### config.mk
export PLATFORM = sky130hd
export DESIGN_NAME = rbi_div_pipe
export DESIGN_NICKNAME = d
export VERILOG_FILES = /design/src/hdl/rbi_pkg.sv /design/src/hdl/rbi_div_pipe.sv
export SDC_FILE = /design/constraint.sdc
export NUM_CORES = 2
export LEC_CHECK = 0
export BUFFER_PORTS_ARGS = -buffer_cell sky130_fd_sc_hd__buf_4
export CAP_MARGIN = 20
export CELL_PAD_IN_SITES_DETAIL_PLACEMENT = 0
export CELL_PAD_IN_SITES_GLOBAL_PLACEMENT = 1
export CORE_MARGIN = 10
export CORE_UTILIZATION = 35
export DETAILED_ROUTE_END_ITERATION = 8
export PLACE_DENSITY = 0.54
export SLEW_MARGIN = 0
export SYNTH_ARGS = -nofsm -noshare
export SYNTH_HDL_FRONTEND = slang
export SYNTH_SLANG_ARGS = --single-unit
### constraint.sdc
create_clock -name aclk -period 4.2 [get_ports aclk]
set_input_delay 0.63 -clock aclk [delete_from_list [all_inputs] [get_ports aclk]]
set_output_delay 0.63 -clock aclk [all_outputs]
set_load 0.05 [all_outputs]
### src/hdl/rbi_pkg.sv
// Shared widths, types and helpers for the 2-D ray versus box intersection core.
`timescale 1ns / 1ps
`default_nettype none
package rbi_pkg;

    localparam int CW   = 24;            // coordinate width
    localparam int TF   = 16;            // fraction bits of the ray parameter
    localparam int EW   = CW + 1;        // box edge width (left + width)
    localparam int DW   = EW + 1;        // plane minus origin
    localparam int NUMW = EW + TF;       // dividend magnitude width
    localparam int DENW = CW;            // divisor magnitude width
    localparam int TW   = 32;            // ray parameter width
    localparam int PW   = TW + CW;       // t * dir product width
    localparam int XW   = PW + 1 - TF;   // rounded, shifted product width
    localparam int CRW  = XW + 1;        // crossing coordinate width
    localparam int SQW  = 2 * CW;        // square width

    localparam int IN_W  = 216;
    localparam int OUT_W = 56;

    typedef logic signed [CW-1:0] coord_t;
    typedef logic signed [EW-1:0] edge_t;
    typedef logic signed [1:0]    norm_t;
    typedef logic signed [TW-1:0] tpar_t;

    localparam tpar_t T_NONE = -(tpar_t'(1) <<< TF);

    // geometry of one request, carried alongside the dividers
    typedef struct packed {
        coord_t          ox;
        coord_t          oy;
        coord_t          dx;
        coord_t          dy;
        edge_t           left;
        edge_t           right;
        edge_t           top;
        edge_t           bottom;
        logic [CW-1:0]   lim;
        norm_t           qx;
        norm_t           qy;
        edge_t           cx;
        edge_t           cy;
        logic            nonex;
        logic            noney;
        logic            negx;
        logic            negy;
        logic            in_box;
    } sb_t;

endpackage
`default_nettype wire

### src/hdl/rbi_div_pipe.sv
// Pipelined restoring divider, one quotient bit per stage, unsigned magnitudes.
`timescale 1ns / 1ps
`default_nettype none
module rbi_div_pipe (
    input  wire logic                     aclk,
    input  wire logic                     en,
    input  wire logic [rbi_pkg::NUMW-1:0] num,
    input  wire logic [rbi_pkg::DENW-1:0] den,
    output logic      [rbi_pkg::NUMW-1:0] quot,
    output logic                          rem_nz
);

    logic [rbi_pkg::DENW-1:0] rem_reg [rbi_pkg::NUMW];
    logic [rbi_pkg::NUMW-1:0] nq_reg  [rbi_pkg::NUMW];
    logic [rbi_pkg::DENW-1:0] den_reg [rbi_pkg::NUMW];

    for (genvar k = 0; k < rbi_pkg::NUMW; k++) begin : g_stage
        logic [rbi_pkg::DENW-1:0] rem_in;
        logic [rbi_pkg::NUMW-1:0] nq_in;
        logic [rbi_pkg::DENW-1:0] den_in;
        logic [rbi_pkg::DENW:0]   trial;
        logic [rbi_pkg::DENW:0]   diff;
        logic                     ge;

        if (k == 0) begin : g_first
            assign rem_in = '0;
            assign nq_in  = num;
            assign den_in = den;
        end else begin : g_next
            assign rem_in = rem_reg[k-1];
            assign nq_in  = nq_reg[k-1];
            assign den_in = den_reg[k-1];
        end

        assign trial = {rem_in, nq_in[rbi_pkg::NUMW-1]};
        assign diff  = trial - {1'b0, den_in};
        assign ge    = trial >= {1'b0, den_in};

        always_ff @(posedge aclk) begin
            if (en) begin
                rem_reg[k] <= ge ? diff[rbi_pkg::DENW-1:0] : trial[rbi_pkg::DENW-1:0];
                nq_reg[k]  <= {nq_in[rbi_pkg::NUMW-2:0], ge};
                den_reg[k] <= den_in;
            end
        end
    end

    assign quot   = nq_reg[rbi_pkg::NUMW-1];
    assign rem_nz = |rem_reg[rbi_pkg::NUMW-1];

endmodule
`default_nettype wire

# --- After elaboration in Yosys (flattened, before gate mapping) ---
# Memories as Yosys holds them, arrays and structs flattened.
# Cells that the tools add are included.
word_totals:
  reg_bits: 0
  ramBits: 3649
  input_bits: 67
  out_inout_bits: 42
  elab_cells: 129
  n_memories: 3
memory_table:
  columns: ["memory", "depth", "word_bits", "read_ports", "rd_clocked_by_memory_dff", "wr", "line_no", "text"]
  rows:
  - ["nq_reg", 41, 41, 41, 0, 41, "rbi_div_pipe.sv:14", "logic [rbi_pkg::NUMW-1:0] nq_reg [rbi_pkg::NUMW];"]
  - ["den_reg", 41, 24, 40, 0, 41, "rbi_div_pipe.sv:15", "logic [rbi_pkg::DENW-1:0] den_reg [rbi_pkg::NUMW];"]
  - ["rem_reg", 41, 24, 41, 0, 41, "rbi_div_pipe.sv:13", "logic [rbi_pkg::DENW-1:0] rem_reg [rbi_pkg::NUMW];"]
op_classes:
  addsub: 41
  n_lt_le_gt_ge: 41
  n_mux: 43
  reduce_logical: 1
ops:
  columns: ["operator", "n"]
  rows:
  - ["$ge A25 B24 Y1", 40]
  - ["$mux W24", 41]
  - ["$sub A24 B24 Y24", 40]
  - ["$ge A1 B24 Y1", 1]
  - ["$reduce_or A24 Y1", 1]
  - ["$sub A1 B24 Y24", 1]
  - ["$mux W1", 2]

# --- Depth between registers and ports, before layout ---
# An unclocked memory read counts as a cell.
logic_depth:
  ltp_word: 3
  depth_mapped: 15
  depth_no_buf: 13

# --- Least setup slack after synthesis ---
# OpenSTA, ideal clock, no wires.
synth_path:
  kind: "register to register"
  start: "memory den_reg[4][49] (netlist name)"
  end: "memory rem_reg[4][89] (netlist name) (data pin)"
  setup_ns: 0.260
  arrival_time_ns: 3.059
  t_required_ns: 3.940
  path_slack_ns: 0.881
  path_stages_with_launch: 14
  path_buffers: 1
  synth_period_minus_slack_ns: 3.319
  cell_sequence: "edfxtp_1 > inv_1 > ha_1 > nor2b_1 > o31ai_2 > a21oi_1 > a221o_1 > o41ai_4 > a21oi_1 > o21ai_0 > nand2b_1 > a221oi_4 > buf_6 > mux2_2"
synth_rtl:
  columns: ["element", "line_no"]
  rows:
  - ["from (decl)", "rbi_div_pipe.sv:15"]
  - ["to (decl)", "rbi_div_pipe.sv:13"]

==> results.md <==
- Status: complete, no violations
- Max stage delay on crit path: 0.55 ns
- Hold WS: 0.2045 ns
- Peak VDD IR: 0.0004474 V
- Layout area overhead: 14.61%
- I/O pins: 109
- Post-Synth Simple-Gate Area: 6.858%
- Critical-path cell list: inv_1, ha_1, nor2b_1, o31a_1, o21ai_2, a211oi_1, o31ai_2, a211oi_1, o41a_1, a2111oi_4, o21ai_4, mux2_4
- Reg clk slew, reported paths: 0.05 ns
- Max reg flops: 1,681
- Synth cell types: 98
- Gr busiest metal: met2
- Final period utilization: 94.63%
- Clk_lat worst skew: 1.05 ns
- Synth Instances: 12,500
- Top cells by count, synth: edfxtp_1, inv_1, ha_1
- Clk sinks: 3,625
- Hold Vio Cnt, Final: 0
- Max cap viols: 0
- Max Clock Skew: 0.1106 ns
- GR met3 Demand/Resource: 1.921%
- Clk buf depth: 4
- Post-Syn Area: 0.1685 sq mm
- DR vias: 97,220
- Avg Inst Size Synth: 13.48 sq um
- Routing usage on met1: 19.62%
- RSZ-0062 raised after global routing: false
- Clock tree root buffer cell: clkbuf_16
- Syn Nets: 13,570
- CTS tree: yes
- Post-Synth Adder-Cell Area: 7.620%
- Worst path most repeated cell: a211oi_1
- WS Path Type: flop to flop
- Num CTS Buffers: 416
- Seq cells post-synth: 3,625
- Yosys warning count: 0
- Placed wire-length estimate: 275,400 microns
- CP Max Fanout: 13
- Antenna viol nets, final: 0
- Fmax: 251.6 MHz
- DR pass1 iterations: 6
- Initial Util: 35.18%
- Total core area: 0.4789 sq mm
- Worst EP required: 4.89 ns
- Largest net degree at the start of global routing: 156
- I/O Buffers: 108
- Critical Path End Type: flop
- Sequential area share after synthesis: 64.61%
- Crit-path slowest cell: a2111oi_4
- Fin crit period: 3.974 ns
- NumNets Final: 14,140
- Synth Area in Compound Gates: 10.41%
- Synth area leaders: edfxtp_1, ha_1, mux2_2
- Overflow after GRT: 0
- FP Rows: 254
- Die Y: 713.8 microns
- Multiplexer share of the synthesized area: 3.324%
- Number of remaining DRC errors: 0
- Top-area cell type share of the netlist area: 64.61%
- Most common cell in the netlist: edfxtp_1
- Global-route wire length before repair: 588,200 microns
- Ys async rst share: 0%
- XOR/XNOR Fraction of Synth Area: 3.941%
- Tot Pwr: 146.2 mW
- Slew margin rel.: 32.58%
- Fillers: 44,310
- Die area: 0.5095 sq mm
- WP data arrival: 4.67 ns
- Initial antenna violation count: 8
- DR iter-0 viols: 6,544
- Area post-placement: 0.1787 sq mm
- Setup bufs post-CTS: 0
- Slew Viols, Final: 0
- Worst-margin pin slew: 1.011 ns
- Leakage: 74.21 nW
- Number of synthesized flops with an enable pin: 3,625
- Setup Viol. Count Final: 0
- Share of layout cells above drive strength 1: 11.01%
- Drt total wl: 380,300 microns
- Via density: 4.911
- Vias in the first global route: 98,650
- Power per cell area: 757.1 mW/mm^2
- GPL Wtd Cong: 0.8569
- Final Util: 40.31%
- Met2 global-route usage: 24.26%
- Ys flop type: edfxtp_1
- Setup crit start kind: flop
- Yosys top cell by area: edfxtp_1
- Horiz. Die Dim: 713.8 microns
- H-tree depth: 5
- GRT Util Overall: 14.47%
- Largest family of logic cells by synthesized area: compound AO/OA/AOI/OAI gates
- Final Instance Area: 0.1931 sq mm
- Total Negative Setup Slacks: 0 ns
- Hold Path Class: primary input to flop
- Post-DR wirelength/cell: 19.21 microns
metrics by stage:
stage / worst slack, ns / cells
global route: 0.01116 / 19790
global placement: -0.02440 / 18980
floorplan: 0.8812 / 12500
finish: 0.2257 / 19800
detailed placement: -0.08582 / 18980
CTS: 0.05252 / 19790
final cells by class:
cell class	count	area (sq um)	share of cell area, %
antenna	4	10.01	0.005184
clock buffer	495	10790	5.589
clock inverter	249	2884	1.494
inverter	1212	4549	2.356
multi-input combinational	7452	54390	28.17
sequential	3625	108900	56.38
tap	6400	8008	4.147
timing repair buffer	360	3586	1.857
critical path: cells and delay by family, from the launching register on:
| kind | cells | cell delay [ns] |
|---|---|---|
| adder cells (fa/ha/maj) | 1 | 0.24 |
| multiplexers | 1 | 0.37 |
| AO/OA/AOI/OAI | 8 | 2.40 |
| flip-flops | 1 | 0.43 |
| buffers and inverters | 1 | 0.10 |
| AND/OR/NAND/NOR | 1 | 0.15 |
logic make-up after synthesis:
| group | Yosys count |
|---|---|
| flip-flops | 3625 |
| AO/OA/AOI/OAI | 2768 |
| AND/OR/NAND/NOR | 2426 |
| buffers and inverters | 1420 |
| adder cells (fa/ha/maj) | 1002 |
| XOR/XNOR | 758 |
| multiplexers | 497 |
layer usage:
metal,wire [microns],part of all wire [%]
met3,13270,3.5
met4,10940,2.9
met2,180700,48
met5,0,0
met1,175300,46
where the power goes:
group | internal [mW] | total [mW] | leakage, nW | switching [mW]
logic | 24.7 | 54.7 | 32.2 | 30.0
registers | 50.4 | 55.3 | 35.4 | 4.84
clock network | 21.2 | 36.2 | 6.60 | 15.0
timing repair:
item / CTS / global route
gates resized for setup: 1 / 3
hold endpoints to repair: 74 / 0
cloned: 0 / 1
endpoints found under the setup margin: 5 / 30
hold buffers: 65 / 0
path summary, 6_finish.rpt:
path	startpoint	to	cells after the start	slack (ns)
worst max-delay path	den_reg[0][121]	rem_reg[0][151]	12	0.23
worst min-delay path	en	nq_reg[0][648]	1	0.20
worst max register to register	den_reg[0][121]	rem_reg[0][151]	12	0.23
worst min register to register	nq_reg[0][454]	nq_reg[0][496]	0	0.37
cell usage in the layout, fill, tap and decap left out, drive strengths merged, types with 94 or more instances in the layout:
master	instances
o21bai	94
nor3	151
nand2	604
nand4	156
nor2	736
a21o	362
a21oi	926
xnor2	470
clkinv	168
inv	1224
nand2b	135
nor2b	145
o21ai	631
edfxtp	3625
buf	295
xor2	288
nand3	174
o21a	143
mux2	454
ha	962
clkbuf	495
Power figures use the tool's default switching activity.
